**config.mk**
```make
export PLATFORM = sky130hd
export DESIGN_NAME = pucch_hopping_and_cyclic_shift_gen
export DESIGN_NICKNAME = d
export VERILOG_FILES = /design/src/rtl/phg_pkg.sv /design/src/rtl/phg_front.sv /design/src/rtl/phg_queue.sv /design/src/rtl/phg_back.sv /design/src/rtl/pucch_hopping_and_cyclic_shift_gen.sv
export SDC_FILE = /design/constraint.sdc
export NUM_CORES = 1
export LEC_CHECK = 0
export ABC_AREA = 1
export BUFFER_PORTS_ARGS = -buffer_cell sky130_fd_sc_hd__buf_4
export CORE_MARGIN = 2
export CORE_UTILIZATION = 65
export CTS_BUF_LIST = sky130_fd_sc_hd__clkbuf_2 sky130_fd_sc_hd__clkbuf_4 sky130_fd_sc_hd__clkbuf_8
export DETAILED_ROUTE_END_ITERATION = 7
export GPL_ROUTABILITY_DRIVEN = 0
export PLACE_DENSITY_LB_ADDON = 0.05
export SYNTH_ARGS = -nofsm -noshare
export SYNTH_HDL_FRONTEND = slang
export SYNTH_SLANG_ARGS = --single-unit
```
**constraint.sdc**
```tcl
create_clock -name i_clk -period 12.35 [get_ports i_clk]
set_input_delay 2.47 -clock i_clk [delete_from_list [all_inputs] [get_ports i_clk]]
set_output_delay 2.47 -clock i_clk [all_outputs]
set_load 0.005 [all_outputs]
```
**src/rtl/phg_pkg.sv**
```systemverilog
// Shared types and constants for the PUCCH hopping and cyclic shift generator.
`timescale 1ns / 1ps
`default_nettype none
package phg_pkg;

    localparam int MAX_SLOTS_DEF    = 80;
    localparam int SYMBOLS_DEF      = 14;
    localparam int GOLD_NC          = 1600;
    localparam int GROUPS           = 30;
    // Reciprocal of GROUPS in Q15, exact for dividends below 1024
    localparam int RECIP_30         = 1093;
    localparam int RECIP_SHIFT      = 15;
    localparam int GOLD_LEN         = 31;
    localparam int ID_W             = 10;
    localparam int SLOT_W           = 7;
    localparam int MODE_W           = 2;
    localparam int SLOT_CMP_W       = 8;
    localparam int IDQ_W            = 6;
    localparam int FSS_W            = 5;
    localparam int REM_W            = 15;
    localparam int SYM_W            = 4;
    localparam int HOP_W            = 8;

    localparam logic [MODE_W-1:0] MODE_GROUP = 2'd1;
    localparam logic [MODE_W-1:0] MODE_SEQ   = 2'd2;

    // Classified request handed from the front to the back
    typedef struct packed {
        logic [ID_W-1:0]   id;
        logic [IDQ_W-1:0]  idq;
        logic [FSS_W-1:0]  fss;
        logic [SLOT_W-1:0] ns;
        logic [MODE_W-1:0] mode;
    } t_req;

    // Queue status seen by either side
    typedef struct packed {
        logic full;
        logic empty;
    } t_q_status;

endpackage
`default_nettype wire

```
**src/rtl/phg_front.sv**
```systemverilog
// Front end: accepts requests, reduces the slot and splits the identity.
`timescale 1ns / 1ps
`default_nettype none
module phg_front #(
    parameter int MAX_SLOTS = phg_pkg::MAX_SLOTS_DEF
) (
    input  wire                          i_clk,
    input  wire                          i_rst_n,
    input  wire                          start,
    output logic                         busy,
    input  wire  [phg_pkg::ID_W-1:0]     i_hopping_id,
    input  wire  [phg_pkg::SLOT_W-1:0]   i_slot_index,
    input  wire  [phg_pkg::MODE_W-1:0]   i_hopping_mode,
    input  phg_pkg::t_q_status           i_q_status,
    output logic                         o_push,
    output phg_pkg::t_req                o_req
);

    typedef enum logic [2:0] {
        F_IDLE   = 3'b001,
        F_REDUCE = 3'b010,
        F_PUSH   = 3'b100
    } t_fstate;

    t_fstate r_state, n_state;
    logic [phg_pkg::ID_W-1:0]   r_id;
    logic [phg_pkg::SLOT_W-1:0] r_ns, n_ns;
    logic [phg_pkg::MODE_W-1:0] r_mode;
    logic [20:0]                w_prod;
    logic [phg_pkg::IDQ_W-1:0]  w_idq;
    logic [phg_pkg::ID_W-1:0]   w_fss_full;
    logic                       w_ns_high;

    // Split id into id/30 and id%30 by reciprocal multiply
    assign w_prod     = 21'(r_id) * 21'(phg_pkg::RECIP_30);
    assign w_idq      = w_prod[20:phg_pkg::RECIP_SHIFT];
    assign w_fss_full = r_id - (phg_pkg::ID_W'(w_idq) * phg_pkg::ID_W'(phg_pkg::GROUPS));
    assign w_ns_high  = {1'b0, r_ns} >= phg_pkg::SLOT_CMP_W'(MAX_SLOTS);

    assign busy   = (r_state != F_IDLE);
    assign o_push = (r_state == F_PUSH) && !i_q_status.full;
    assign o_req  = '{id: r_id, idq: w_idq, fss: w_fss_full[phg_pkg::FSS_W-1:0],
                      ns: r_ns, mode: r_mode};

    // Advance the front state
    always_comb begin
        n_state = r_state;
        n_ns    = r_ns;
        unique case (r_state)
            F_IDLE: begin
                if (start) begin
                    n_state = F_REDUCE;
                    n_ns    = i_slot_index;
                end
            end
            F_REDUCE: begin
                if (w_ns_high) begin
                    n_ns = r_ns - phg_pkg::SLOT_W'(MAX_SLOTS);
                end else begin
                    n_state = F_PUSH;
                end
            end
            F_PUSH: begin
                if (!i_q_status.full) begin
                    n_state = F_IDLE;
                end
            end
            default: n_state = F_IDLE;
        endcase
    end

    always_ff @(posedge i_clk) begin
        if (!i_rst_n) begin
            r_state <= F_IDLE;
        end else begin
            r_state <= n_state;
        end
    end

    // Hold the request payload
    always_ff @(posedge i_clk) begin
        r_ns <= n_ns;
        if (r_state == F_IDLE && start) begin
            r_id   <= i_hopping_id;
            r_mode <= i_hopping_mode;
        end
    end

endmodule
`default_nettype wire

```
**src/rtl/phg_queue.sv**
```systemverilog
// Two-entry queue of classified requests between front and back.
`timescale 1ns / 1ps
`default_nettype none
module phg_queue (
    input  wire                 i_clk,
    input  wire                 i_rst_n,
    input  wire                 i_push,
    input  phg_pkg::t_req       i_req,
    input  wire                 i_pop,
    output phg_pkg::t_req       o_req,
    output phg_pkg::t_q_status  o_status
);

    phg_pkg::t_req r_mem [2];
    logic          r_wr_ptr;
    logic          r_rd_ptr;
    logic [1:0]    r_count;

    assign o_req           = r_mem[r_rd_ptr];
    assign o_status.full   = (r_count == 2'd2);
    assign o_status.empty  = (r_count == 2'd0);

    // Advance pointers and occupancy
    always_ff @(posedge i_clk) begin
        if (!i_rst_n) begin
            r_wr_ptr <= 1'b0;
            r_rd_ptr <= 1'b0;
            r_count  <= 2'd0;
        end else begin
            if (i_push) begin
                r_wr_ptr <= ~r_wr_ptr;
            end
            if (i_pop) begin
                r_rd_ptr <= ~r_rd_ptr;
            end
            if (i_push && !i_pop) begin
                r_count <= r_count + 2'd1;
            end else if (i_pop && !i_push) begin
                r_count <= r_count - 2'd1;
            end
        end
    end

    // Store the request
    always_ff @(posedge i_clk) begin
        if (i_push) begin
            r_mem[r_wr_ptr] <= i_req;
        end
    end

endmodule
`default_nettype wire

```
**src/rtl/phg_back.sv**
```systemverilog
// Back end: runs the Gold sequences and emits one result per symbol.
`timescale 1ns / 1ps
`default_nettype none
module phg_back #(
    parameter int SYMBOLS_PER_SLOT = phg_pkg::SYMBOLS_DEF
) (
    input  wire                          i_clk,
    input  wire                          i_rst_n,
    input  phg_pkg::t_req                i_req,
    input  phg_pkg::t_q_status           i_q_status,
    output logic                         o_pop,
    output logic                         o_valid,
    output logic [phg_pkg::SYM_W-1:0]    o_symbol_index,
    output logic [phg_pkg::HOP_W-1:0]    o_shift_hop_value,
    output logic [phg_pkg::FSS_W-1:0]    o_group_first_hop,
    output logic                         o_seq_first_hop,
    output logic [phg_pkg::FSS_W-1:0]    o_group_second_hop,
    output logic                         o_seq_second_hop,
    output logic                         o_last
);

    localparam int L = phg_pkg::GOLD_LEN;
    localparam int RW = phg_pkg::REM_W;

    typedef enum logic [5:0] {
        B_IDLE = 6'b000001,
        B_GH   = 6'b000010,
        B_MOD  = 6'b000100,
        B_SH   = 6'b001000,
        B_CS   = 6'b010000,
        B_EMIT = 6'b100000
    } t_bstate;

    t_bstate r_state, n_state;
    phg_pkg::t_req r_req;
    logic [L-1:0]    r_x1, r_x2, n_x1, n_x2;
    logic [RW-1:0]   r_rem, n_rem;
    logic [2*L-1:0]  w_w1, w_w2;
    logic [L-1:0]    w_c;
    logic [RW-1:0]   w_step;
    logic [phg_pkg::SYM_W-1:0] r_sym;
    logic [8:0]      r_sum0, r_sum1;
    logic [phg_pkg::FSS_W-1:0] r_u0, r_u1;
    logic            r_v0, r_v1;
    logic [18:0]     w_p0, w_p1;
    logic [8:0]      w_r0, w_r1;
    logic            w_pos;
    logic            w_load;
    logic [L-1:0]    w_seed;
    logic [RW-1:0]   w_skip;
    logic            w_emit_last;

    // Extend both registers by one full block of future bits
    always_comb begin
        w_w1 = {{L{1'b0}}, r_x1};
        w_w2 = {{L{1'b0}}, r_x2};
        for (int k = 0; k < L; k++) begin
            w_w1[L+k] = w_w1[k+3] ^ w_w1[k];
            w_w2[L+k] = w_w2[k+3] ^ w_w2[k+2] ^ w_w2[k+1] ^ w_w2[k];
        end
    end

    assign w_c = r_x1 ^ r_x2;
    // Still positioning: step by a block, a byte or a bit
    assign w_pos = (r_rem != '0);
    always_comb begin
        priority if (r_rem >= RW'(L)) begin
            w_step = RW'(L);
        end else if (r_rem >= RW'(8)) begin
            w_step = RW'(8);
        end else if (w_pos) begin
            w_step = RW'(1);
        end else begin
            w_step = '0;
        end
    end

    // Group sum mod 30 by reciprocal multiply
    assign w_p0 = 19'(r_sum0) * 19'(phg_pkg::RECIP_30);
    assign w_p1 = 19'(r_sum1) * 19'(phg_pkg::RECIP_30);
    assign w_r0 = r_sum0 - 9'(9'(w_p0[18:phg_pkg::RECIP_SHIFT]) * 9'(phg_pkg::GROUPS));
    assign w_r1 = r_sum1 - 9'(9'(w_p1[18:phg_pkg::RECIP_SHIFT]) * 9'(phg_pkg::GROUPS));

    assign w_emit_last = (r_sym == phg_pkg::SYM_W'(SYMBOLS_PER_SLOT - 1));
    assign o_pop = (r_state == B_IDLE) && !i_q_status.empty;

    // Sequence control
    always_comb begin
        n_state = r_state;
        w_load  = 1'b0;
        w_seed  = '0;
        w_skip  = '0;
        unique case (r_state)
            B_IDLE: begin
                if (!i_q_status.empty) begin
                    w_load = 1'b1;
                    priority if (i_req.mode == phg_pkg::MODE_GROUP) begin
                        n_state = B_GH;
                        w_seed  = L'(i_req.idq);
                        w_skip  = RW'(phg_pkg::GOLD_NC) + RW'({i_req.ns, 4'b0000});
                    end else if (i_req.mode == phg_pkg::MODE_SEQ) begin
                        n_state = B_SH;
                        w_seed  = L'({i_req.idq, i_req.fss});
                        w_skip  = RW'(phg_pkg::GOLD_NC) + RW'({i_req.ns, 1'b0});
                    end else begin
                        n_state = B_CS;
                        w_seed  = L'(i_req.id);
                        w_skip  = RW'(phg_pkg::GOLD_NC)
                                + RW'(i_req.ns) * RW'(8 * SYMBOLS_PER_SLOT);
                    end
                end
            end
            B_GH: begin
                if (!w_pos) begin
                    n_state = B_MOD;
                end
            end
            B_MOD, B_SH: begin
                if (r_state == B_MOD || !w_pos) begin
                    n_state = B_CS;
                    w_load  = 1'b1;
                    w_seed  = L'(r_req.id);
                    w_skip  = RW'(phg_pkg::GOLD_NC)
                            + RW'(r_req.ns) * RW'(8 * SYMBOLS_PER_SLOT);
                end
            end
            B_CS: begin
                if (!w_pos) begin
                    n_state = B_EMIT;
                end
            end
            B_EMIT: begin
                if (w_emit_last) begin
                    n_state = B_IDLE;
                end
            end
            default: n_state = B_IDLE;
        endcase
    end

    // Load a seed or advance the generators
    always_comb begin
        if (w_load) begin
            n_x1  = L'(1);
            n_x2  = w_seed;
            n_rem = w_skip;
        end else if (r_state == B_EMIT) begin
            n_x1  = w_w1[8 +: L];
            n_x2  = w_w2[8 +: L];
            n_rem = r_rem;
        end else begin
            unique case (w_step)
                RW'(L): begin
                    n_x1 = w_w1[L +: L];
                    n_x2 = w_w2[L +: L];
                end
                RW'(8): begin
                    n_x1 = w_w1[8 +: L];
                    n_x2 = w_w2[8 +: L];
                end
                RW'(1): begin
                    n_x1 = w_w1[1 +: L];
                    n_x2 = w_w2[1 +: L];
                end
                default: begin
                    n_x1 = r_x1;
                    n_x2 = r_x2;
                end
            endcase
            n_rem = r_rem - w_step;
        end
    end

    always_ff @(posedge i_clk) begin
        if (!i_rst_n) begin
            r_state <= B_IDLE;
            o_valid <= 1'b0;
        end else begin
            r_state <= n_state;
            o_valid <= (r_state == B_EMIT);
        end
    end

    // Hold sequence state, hop values and results
    always_ff @(posedge i_clk) begin
        r_x1  <= n_x1;
        r_x2  <= n_x2;
        r_rem <= n_rem;
        if (o_pop) begin
            r_req <= i_req;
            r_u0  <= i_req.fss;
            r_u1  <= i_req.fss;
            r_v0  <= 1'b0;
            r_v1  <= 1'b0;
            r_sym <= '0;
        end
        if (r_state == B_GH && !w_pos) begin
            r_sum0 <= 9'(r_req.fss) + 9'(w_c[7:0]);
            r_sum1 <= 9'(r_req.fss) + 9'(w_c[15:8]);
        end
        if (r_state == B_MOD) begin
            r_u0 <= w_r0[phg_pkg::FSS_W-1:0];
            r_u1 <= w_r1[phg_pkg::FSS_W-1:0];
        end
        if (r_state == B_SH && !w_pos) begin
            r_v0 <= w_c[0];
            r_v1 <= w_c[1];
        end
        if (r_state == B_EMIT) begin
            r_sym              <= r_sym + phg_pkg::SYM_W'(1);
            o_symbol_index     <= r_sym;
            o_shift_hop_value  <= w_c[7:0];
            o_group_first_hop  <= r_u0;
            o_seq_first_hop    <= r_v0;
            o_group_second_hop <= r_u1;
            o_seq_second_hop   <= r_v1;
            o_last             <= w_emit_last;
        end
    end

endmodule
`default_nettype wire

```
**src/rtl/pucch_hopping_and_cyclic_shift_gen.sv**
```systemverilog
// Top level of the PUCCH group/sequence and cyclic shift hopping generator.
//
// Usage:
//   A request (hopping id, slot index, hopping mode) is taken at a rising
//   edge where start is high and busy is low. The front reduces the slot
//   modulo MAX_SLOTS and queues the request in a two-entry queue, so a new
//   request can be taken while the back works. The back runs the Gold
//   generators in steps of 31, 8 or 1 bits to each start position: group
//   hopping (mode 1) or sequence hopping (mode 2) first, then cyclic shift,
//   which other modes run alone. It then emits SYMBOLS_PER_SLOT results on
//   consecutive cycles, each marked by o_valid for one cycle, with o_last on
//   the final one. Time from request to first result grows with the slot
//   index and with the hopping sequence walk in modes 1 and 2; the sustained
//   rate is set by the back's generator walk and depends on slot and mode.
//   The receiver cannot stall: results are produced as they are ready.
//   Reset (i_rst_n low, synchronous) empties the queue and idles both parts.
`timescale 1ns / 1ps
`default_nettype none
module pucch_hopping_and_cyclic_shift_gen #(
    parameter int MAX_SLOTS        = phg_pkg::MAX_SLOTS_DEF,
    parameter int SYMBOLS_PER_SLOT = phg_pkg::SYMBOLS_DEF
) (
    input  wire                          i_clk,
    input  wire                          i_rst_n,
    input  wire                          start,
    output logic                         busy,
    input  wire  [phg_pkg::ID_W-1:0]     i_hopping_id,
    input  wire  [phg_pkg::SLOT_W-1:0]   i_slot_index,
    input  wire  [phg_pkg::MODE_W-1:0]   i_hopping_mode,
    output logic                         o_valid,
    output logic [phg_pkg::SYM_W-1:0]    o_symbol_index,
    output logic [phg_pkg::HOP_W-1:0]    o_shift_hop_value,
    output logic [phg_pkg::FSS_W-1:0]    o_group_first_hop,
    output logic                         o_seq_first_hop,
    output logic [phg_pkg::FSS_W-1:0]    o_group_second_hop,
    output logic                         o_seq_second_hop,
    output logic                         o_last
);

    phg_pkg::t_req      w_push_req;
    phg_pkg::t_req      w_head_req;
    phg_pkg::t_q_status w_q_status;
    logic               w_push;
    logic               w_pop;

    phg_front #(
        .MAX_SLOTS (MAX_SLOTS)
    ) u_front (
        .i_clk          (i_clk),
        .i_rst_n        (i_rst_n),
        .start          (start),
        .busy           (busy),
        .i_hopping_id   (i_hopping_id),
        .i_slot_index   (i_slot_index),
        .i_hopping_mode (i_hopping_mode),
        .i_q_status     (w_q_status),
        .o_push         (w_push),
        .o_req          (w_push_req)
    );

    phg_queue u_queue (
        .i_clk    (i_clk),
        .i_rst_n  (i_rst_n),
        .i_push   (w_push),
        .i_req    (w_push_req),
        .i_pop    (w_pop),
        .o_req    (w_head_req),
        .o_status (w_q_status)
    );

    phg_back #(
        .SYMBOLS_PER_SLOT (SYMBOLS_PER_SLOT)
    ) u_back (
        .i_clk              (i_clk),
        .i_rst_n            (i_rst_n),
        .i_req              (w_head_req),
        .i_q_status         (w_q_status),
        .o_pop              (w_pop),
        .o_valid            (o_valid),
        .o_symbol_index     (o_symbol_index),
        .o_shift_hop_value  (o_shift_hop_value),
        .o_group_first_hop  (o_group_first_hop),
        .o_seq_first_hop    (o_seq_first_hop),
        .o_group_second_hop (o_group_second_hop),
        .o_seq_second_hop   (o_seq_second_hop),
        .o_last             (o_last)
    );

endmodule
`default_nettype wire
```
==> results of run 1 <==
path summary, 6_finish.rpt:
| kind | start | endpoint | slack [ps] |
|---|---|---|---|
| min reg2reg | u_back.r_u1[3] | u_back.o_group_second_hop[3] | 420 |
| min | u_back.r_u1[3] | u_back.o_group_second_hop[3] | 420 |
| max reg2reg | u_front.r_id[4] | u_queue.r_mem[0][13] | 6690 |
| max | u_front.r_id[4] | u_queue.r_mem[0][13] | 6690 |
layout by cell type, fill, tap and decap left out, types with 46 or more instances in the layout:
cell type	count
xor2_1	56
ha_1	166
nand3_1	88
a21oi_1	121
inv_1	233
clkbuf_8	46
dfxtp_1	46
edfxtp_1	203
xnor2_1	89
buf_4	55
nor2_1	113
nand2_1	479
o21ai_1	48
o21ai_0	90
area by class of cell:
type / count / area (um^2)
multi-input cells: 1443 / 9216
flip-flops and latches: 249 / 7017
clock buffers: 55 / 700.7
repair buffers: 55 / 412.9
clock inverters: 22 / 155.1
fillers: 2011 / 7372
well taps: 335 / 419.2
inverters: 242 / 913.4
logic make-up after synthesis:
family / count (synthesis)
flops: 249
mux: 1
buf+inv: 297
fa+ha+maj: 207
xor+xnor: 145
compound gates: 334
simple gates: 756
critical path: stages (launching register included):
cell	delay, ps
edfxtp_1	560
inv_1	120
fa_1	550
inv_1	50
ha_1	270
inv_1	50
fa_1	500
inv_1	40
ha_1	280
nand2_1	90
nor4_1	290
o21ai_0	110
nand2_1	70
a21oi_1	70
xnor2_1	320
ha_1	350
ha_1	320
ha_1	310
inv_1	60
ha_1	320
a21oi_1	160
o21ai_0	120
xnor2_1	190
nand3b_1	120
nand2_1	70
metal layers:
layer  wire length [um]  GRT usage, %
met1              15940         34.61
met2              19450         50.31
met3               2369         3.432
met4               1123         10.21
met5                  0             0
through the flow:
stage               hold slack (ps)  instance area [um^2]  instances
finish                        417.3                 18830       2401
global route                  422.8                 18830       2401
CTS                           418.7                 18830       2401
detailed placement            404.5                 17980       2324
global placement              400.4                 17980       2324
floorplan                     400.3                 17440       1989
state kept, by name, summed over array words and instances, names as in the netlist, 4 cells and up, named ones only:
name	flops
u_back.r_x1	31
u_back.r_x2	31
u_back.o_group_second_hop	5
u_back.o_symbol_index	4
u_back.r_sum0	9
u_back.r_u1	5
u_back.r_sum1	9
u_back.r_sym	4
u_back.o_shift_hop_value	8
u_front.r_id	10
u_back.r_u0	5
u_back.o_group_first_hop	5
u_front.r_ns	7
u_back.r_rem	15
u_back.r_req	21
u_queue.r_mem	58
u_back.r_state	6
power by group through the flow:
stage | registers (mW) | clock network, mW | logic, mW
4_1_cts | 1.57 | 0.756 | 2.93
3_5_place_dp | 1.59 | 0 | 2.91
2_1_floorplan | 1.48 | 0 | 2.38
5_1_grt | 1.60 | 0.788 | 3.35
6_report | 1.58 | 0.748 | 2.96
3_3_place_gp | 1.58 | 0 | 2.82
==> results.md, run 1 <==
- The clock transition at the registers of the reported paths is 60 ps.
- The per-instance average area after synthesis is 8.770 um^2.
- The number of cells upsized or downsized after cts is 0.
- The count of state elements after synthesis is 249.
- The proportion of synthesized area in mux cells is 0.05738%.
- 0 antenna diodes ended up in the layout.
- The post-synthesis adder-cell area fraction is 16.61%.
- Summed over all nets, the half-perimeter wirelength after detailed placement is 28.90 mm.
- The first global-routing pass estimated 63.83 mm of wire.
- The number of clock buffers inserted by TritonCTS is 42.
- The number of stages on the worst hold path is 0.
- The layout overhead on the synthesized area is 7.976%.
- Yosys printed 0 warnings.
- The final wirelength is 38.89 mm.
- The synthesized netlist devotes 10.57% of its cell area to compound gates.
- In this run, distinct cell masters in the synthesized netlist total 52.
- The gate count after technology mapping is 1989.
- The flip-flop cell with the highest count after synthesis is edfxtp_1.
- Of all flip-flops after synthesis, the portion carrying an async set or reset was 0%.
- The leakage power total is 8.582 nW.
- The number of global-route vias before repair is 13387.
- The fraction of power consumed by sequential logic is 29.9%.
- The worst pin sits at a relative slew slack of 29.00%.
- The internal power summed over all cells is 2.903 mW.
- By area the synthesized netlist is led by edfxtp_1 35%, ha_1 12%, nand2_1 10%.
- The count of flip-flops with a built-in enable after synthesis is 203.
- The number of buffers added to fix hold violations after cts is 0.
- The required time of the critical path is 12640 ps.
- The flow ran to the end, and the final reports show no timing, DRC or antenna violations.
- The final total negative setup slack is 0 ps.
- Across every metal layer, demand over resource in global routing totals 27.93%.
- The initial standard-cell utilization of the core is 66.56%.
- Setup repair after global routing left no endpoint under its margin.
- The class of the tightest hold or removal check is flip-flop to flip-flop.
- The worst slack at placement is 6722 ps.
- The synthesized netlist devotes 18.25% of its cell area to simple gates.
- The maximum fanout count along the critical path is 7.
- Max-cap violations in this run came to 0.
- The achievable frequency is 176.6 MHz.
- The sequential share of the synthesized area is 40.23%.
- The total power consumption of the routed design is 5.284 mW.
- The area enclosed by the die boundary is 28160 um^2.
- The number of nets still failing antenna checks after routing is 0.
- Summed over all layers, the global routing overflow is 0.
- The largest net degree at the start of global routing is 87.
- The number of top-level design ports is 49.
- Dividing the detail-routed wire length by the instance count gives 16.20 um.
- The detailed router placed 13751 vias in this run.
- Counting every net in the synthesized netlist gives 2218.
- The post-route netlist has 7.793% of its cells at a drive strength greater than 1.
- The commonest cells after synthesis are 479 x nand2_1, 233 x inv_1, 203 x edfxtp_1, 166 x ha_1, 121 x a21oi_1.
- The height of the chip is 167.8 um.
- The highest ir drop seen on vdd is 0.1546 mV.
- Once the clock tree was built, the setup fixing pass inserted 0 buffers.
- The end-of-flow core utilization is 71.87%.
- The standard cell core area is 26210 um^2.
- The arrival time at the worst endpoint is 5950 ps.
- The category of the worst setup path launch point is a flip-flop.
- After detailed routing, the number of vias per cell comes to 5.727.
- Counting along the longest clock path gives a buffer depth of 3.
- The master cell of the clock root buffer is clkbuf_8.
- The kind of end point of the critical path is a flip-flop.
- The first-pass iteration count of the detailed router is 5.
- The most numerous cell in the Yosys netlist is nand2_1.
- Net switching is 45.06% of the power.
- The cell area power density is 280.6 nW/um^2.
- Once routing completed, OpenROAD measured the worst setup slack at 6687 ps.
- The depth of the CTS H-tree is 2.
- The standard-cell row count is 59.
- Of all cell types, the one taking the most synthesized area is edfxtp_1.
- Port buffering added 48 buffers.
- The clock latency at the later pin of the worst-skew pair is 550 ps.
- The post-layout minimum cycle time is 5663 ps.
- The count of pins over their slew limit is 0.
- The clock arrives with 17.70 ps of skew.
- The top cell type by area accounts for 34.95% of the synthesized area.
- Per report_power, the clock group accounts for 14.1% of the total.
- The net count reported at finish is 2262.
- Per report_power, the combinational group accounts for 56.0% of the total.
- The largest family of logic cells by synthesized area is simple AND/OR/NAND/NOR gates.
- The horizontal die dimension is 167.8 um.
- The total DRC errors in the routed layout is 0.
- By startpoint and endpoint, the worst setup path is classified as flip-flop to flip-flop.
- For the pin with the worst max-slew slack, the measured transition is 1061 ps.
- After layout, the worst path uses 45.86% of the clock period.
- The TritonCTS clock tree is built.
- The hold violation count in the final report is 0.
- The initial antenna violation count is 0.
- The number of DRC markers after the initial detailed-route iteration is 1124.
- Summing every instance area after synthesis gives 17440 um^2.
- The number of cells on the worst reg-to-reg path is 24.
- Counting every sink on the clock net gives 249.
- Summed over all nets, the switching power comes to 2.381 mW.
- Setup violations remaining at the end of the flow were counted as 0.
- The synthesized netlist devotes 7.281% of its cell area to XOR and XNOR gates.
Power figures use the tool's default switching activity.
==> inputs of run 2 (changes only) <==
--- a/config.mk
+++ b/config.mk
@@ -5,7 +5,7 @@
 export SDC_FILE = /design/constraint.sdc
 export NUM_CORES = 1
 export LEC_CHECK = 0
-export ABC_AREA = 1
+export ABC_AREA = 0
 export BUFFER_PORTS_ARGS = -buffer_cell sky130_fd_sc_hd__buf_4
 export CORE_MARGIN = 2
 export CORE_UTILIZATION = 65
==> constraint.sdc (replaced) <==
create_clock -name i_clk -period 5.5 [get_ports i_clk]
set_input_delay 1.1 -clock i_clk [delete_from_list [all_inputs] [get_ports i_clk]]
set_output_delay 1.1 -clock i_clk [all_outputs]
set_load 0.005 [all_outputs]
==> run 2 against run 1 <==
  * Worst hold slack improved by 3.6 ps
  * Critical endpoint is now u_back.r_u1[4]
  * Area after synthesis fell by 3.9%
  * Sequential share of layout area rose by 1.4 points
  * Highest routed layer unchanged
  * Largest cell class unchanged
  * Sequential cell count did not move
  * Largest power group unchanged
==> results.md, run 2 <==
- The largest clock skew in the final design is 33.82 ps.
- Relative to the synthesized area, the layout overhead comes to 8.347%.
- The hold violation count in the final report is 0.
- The register with the most flip-flops in the final layout is u_queue.r_mem.
- By count the netlist is led by 203 x edfxtp_1, 166 x ha_1, 132 x a21oi_1, 110 x inv_1, 103 x xnor2_1.
- The worst-case register-to-register setup slack is 300 ps.
- Per report_power, the combinational group accounts for 53.2% of the total.
- The floorplan step defined a die boundary enclosing 27080 um^2.
- After clock tree synthesis, the clock-pin slew on the worst setup and hold paths is 60 ps.
- The flow ran to the end, and the final reports show no timing, DRC or antenna violations.
- The number of buffers inserted by port buffering is 48.
- The first TritonRoute pass finished after 8 iterations.
- The initial antenna violation count came to 0.
- The origin of the critical flop-to-flop path is u_back.r_sum1[5].
- In this run the horizontal extent of the chip is 164.6 um.
- Yosys mapped a number of flops with a built-in enable equal to 203.
- Power spread over the standard cell area amounts to 620.2 nW/um^2.
- The height of the chip is 164.6 um.
- In this run switching power makes up 42.66% of total power.
- The headroom to the max-slew limit is 28.73%.
- The maximum clock path buffer count is 3.
- After detailed routing, the total wire length is 36.67 mm.
- The CTS sink count is 249.
- The worst setup path is launched from a flip-flop.
- At the worst endpoint, the required time is 5780 ps.
- Final hold analysis gives a worst-case slack of 420.9 ps.
- The flip-flop cell with the highest count after synthesis is edfxtp_1.
- The depth of the CTS H-tree is 2.
- In this run the biggest area consumer among cell types represents 36.37% of the synthesized area.
- In the layout the commonest cells are 203 x edfxtp_1, 166 x ha_1, 131 x a21oi_1.
- For the finished layout, the period the worst path requires is 5199 ps.
- The aggregate global-route resource usage is 27.93%.
- For this run, the top clock speed supported by timing is 192.4 MHz.
- The largest net degree at the start of global routing is 61.
- TritonCTS built the clock tree.
- Dividing the final minimum period by the clock period gives 94.52%.
- In this run the worst hold path is classified as flip-flop to flip-flop.
- The clock network burns 14.5% of the power.
- The number of global-route vias before repair was 11777.
- Summed over all nets, the switching power comes to 4.804 mW.
- At the pin with the least slew margin, the transition time is 1068 ps.
- The standard-cell row count is 58.
- The total DRC errors in the routed layout is 0.
- During synthesis, Yosys emitted a total of 0 warnings.
- The fraction of power consumed by sequential logic is 32.3%.
- The fraction of layout cells with a size suffix above 1 is 11.75%.
- The antenna diode count is 0.
- The largest registers in the layout are u_queue.r_mem (58), u_back.r_x1 (31), u_back.r_x2 (31).
- The most numerous cell in the Yosys netlist is edfxtp_1.
- The number of DRC markers after the initial detailed-route iteration is 952.
- The root buffer cell chosen for the clock tree is clkbuf_8.
- The final setup violation count is 0.
- 49 I/O pins were placed.
- The standard cell core area is 25250 um^2.
- The count of pins over their slew limit is 0.
- The final total negative setup slack is 0 ps.
- The mapped cell area is 16760 um^2.
- For this design, the CTS-stage hold fixing added 0 buffers.
- The wire-length estimate of the detail-placed layout is 26.25 mm.
- The number of nets still failing antenna checks after routing is 0.
- The largest total area in the synthesized netlist belongs to edfxtp_1.
- The start point of the critical path is u_back.r_sum1[5].
- In the final design database the tool counted 1822 nets.
- The maximum fanout count along the critical path is 4.
- The number of vias per cell after detailed routing is 6.114.
- The library cell used most frequently in the layout, excluding fill and tap cells, is edfxtp_1.
- The first-pass GRT wire length is 59.87 mm.
- The total global routing overflow is 0.
- By area the synthesized netlist is led by edfxtp_1 36%, ha_1 12%, dfxtp_1 5.5%.
- The per-instance average area after synthesis is 10.70 um^2.
- Clock tree synthesis inserted a total of 44 buffers.
- The initial utilization of the core area, before any placement, comes to 66.36%.
- The startpoint of the worst hold path is u_back.r_u0[4].
- The gate count after technology mapping is 1566.
- The number of different library cells in the post-synthesis netlist is 73.
- Of all flip-flops after synthesis, the portion carrying an async set or reset was 0%.
- The internal power summed over all cells is 6.457 mW.
- Counting flops and latches in the post-synthesis netlist gives 249.
- Data on the critical path arrives at its endpoint at 5480 ps.
- STA classifies the critical path endpoint as a flip-flop.
- Summing over every cut layer, the via total after detailed routing is 11952.
- The count of maximum capacitance violations is 0.
- The analysis attributes to cell leakage a power of 7.511 nW.
- The mean routed wirelength per cell is 18.76 um.
- The critical path is of the flip-flop to flip-flop type.
- Sequential cells were found to cover 41.87% of the synthesized design area.
- The number of flip-flops in the largest register is 58.
- The clock latency at the later pin of the worst-skew pair is 580 ps.
- The worst slack at placement is 195.2 ps.
- IR analysis of the VDD net gives a maximum drop of 0.3678 mV.
- Synthesis produced a netlist with a net count of 1795.
- After layout, the worst setup slack is 301.4 ps.
run 2: cell count changes in the layout (fill, tap and decap cells not counted), moves of 18 or more:
cell     delta
mux2_2     +18
nand4_1    -18
o21ai_1    -31
xor2_1     +35
o22ai_1    -25
nand3_1    -71
nor3_1     +21
nand2_1   -417
a22oi_1    +40
inv_1     -123
run 2: worst max-delay path: stages, from the launching register on:
cell and delay, ps:
edfxtp_1 470, ha_1 330, inv_1 50, fa_1 490
fa_1 440, inv_1 60, ha_1 230, and4b_1 200
a221oi_1 340, o21ai_0 190, a21oi_2 260, nand2b_1 200
xor2_1 160, ha_1 180, xor2_1 200, xnor2_1 150
ha_1 280, a21oi_1 170, xnor2_1 160, xnor2_1 160
xnor2_1 130, a21oi_1 80
run 2: timing repair:
item / CTS / global route
setup buffers: 0 / 4
gates resized for setup: 0 / 4
endpoints found under the setup margin: 0 / 3
run 2: kinds of logic (layout without fill, tap and decap cells):
kind of cell / Yosys count / after routing / share of synthesized area, %
compound gates: 379 / 379 / 13.74
simple gates: 297 / 297 / 9.146
flops: 249 / 249 / 41.87
fa+ha+maj: 207 / 207 / 17.29
buf+inv: 200 / 259 / 4.845
xor+xnor: 194 / 194 / 10.14
mux: 40 / 40 / 2.971
run 2: per-stage QoR:
stage          power, mW  std cells  utilization [%]  cell area [um^2]
2_1_floorplan      8.269       1566                -             16760
3_3_place_gp       9.329       1873            68.43             17280
3_5_place_dp       9.546       1873            68.43             17280
4_1_cts            11.22       1951            71.68             18100
5_1_grt            12.15       1955            71.90             18160
6_report           11.26       1955            71.90             18160
run 2: worst paths after layout:
| kind | end | depth (start not counted) |
|---|---|---|
| hold reg to reg | u_back.o_group_first_hop[4] | 0 |
| setup reg to reg | u_back.r_u1[4] | 21 |
| setup / recovery | u_back.r_u1[4] | 21 |
| hold / removal | u_back.o_group_first_hop[4] | 0 |
run 2: routing by layer:
metal	wire, um	GRT usage [%]	up-vias
met2	17930	47.36	403
met5	0	0	-
met1	15750	37.01	5785
met4	992	9.447	0
met3	1994	4.068	83
li1	-	-	5681
run 2: area by class of cell:
cell class,instances,area [um^2]
fill,1873,7097
clock inverter,18,83.83
timing repair buffer,69,518.0
inverter,112,420.4
sequential,249,7018
multi-input combinational,1117,8966
tap,330,412.9
clock buffer,60,738.2
run 2: power by group through the flow:
stage | combinational [mW] | sequential [mW] | clock (mW)
2_1_floorplan | 5.06 | 3.21 | 0
3_3_place_gp | 5.70 | 3.63 | 0
3_5_place_dp | 5.90 | 3.65 | 0
4_1_cts | 5.94 | 3.61 | 1.66
5_1_grt | 6.71 | 3.70 | 1.74
6_report | 6.00 | 3.64 | 1.63
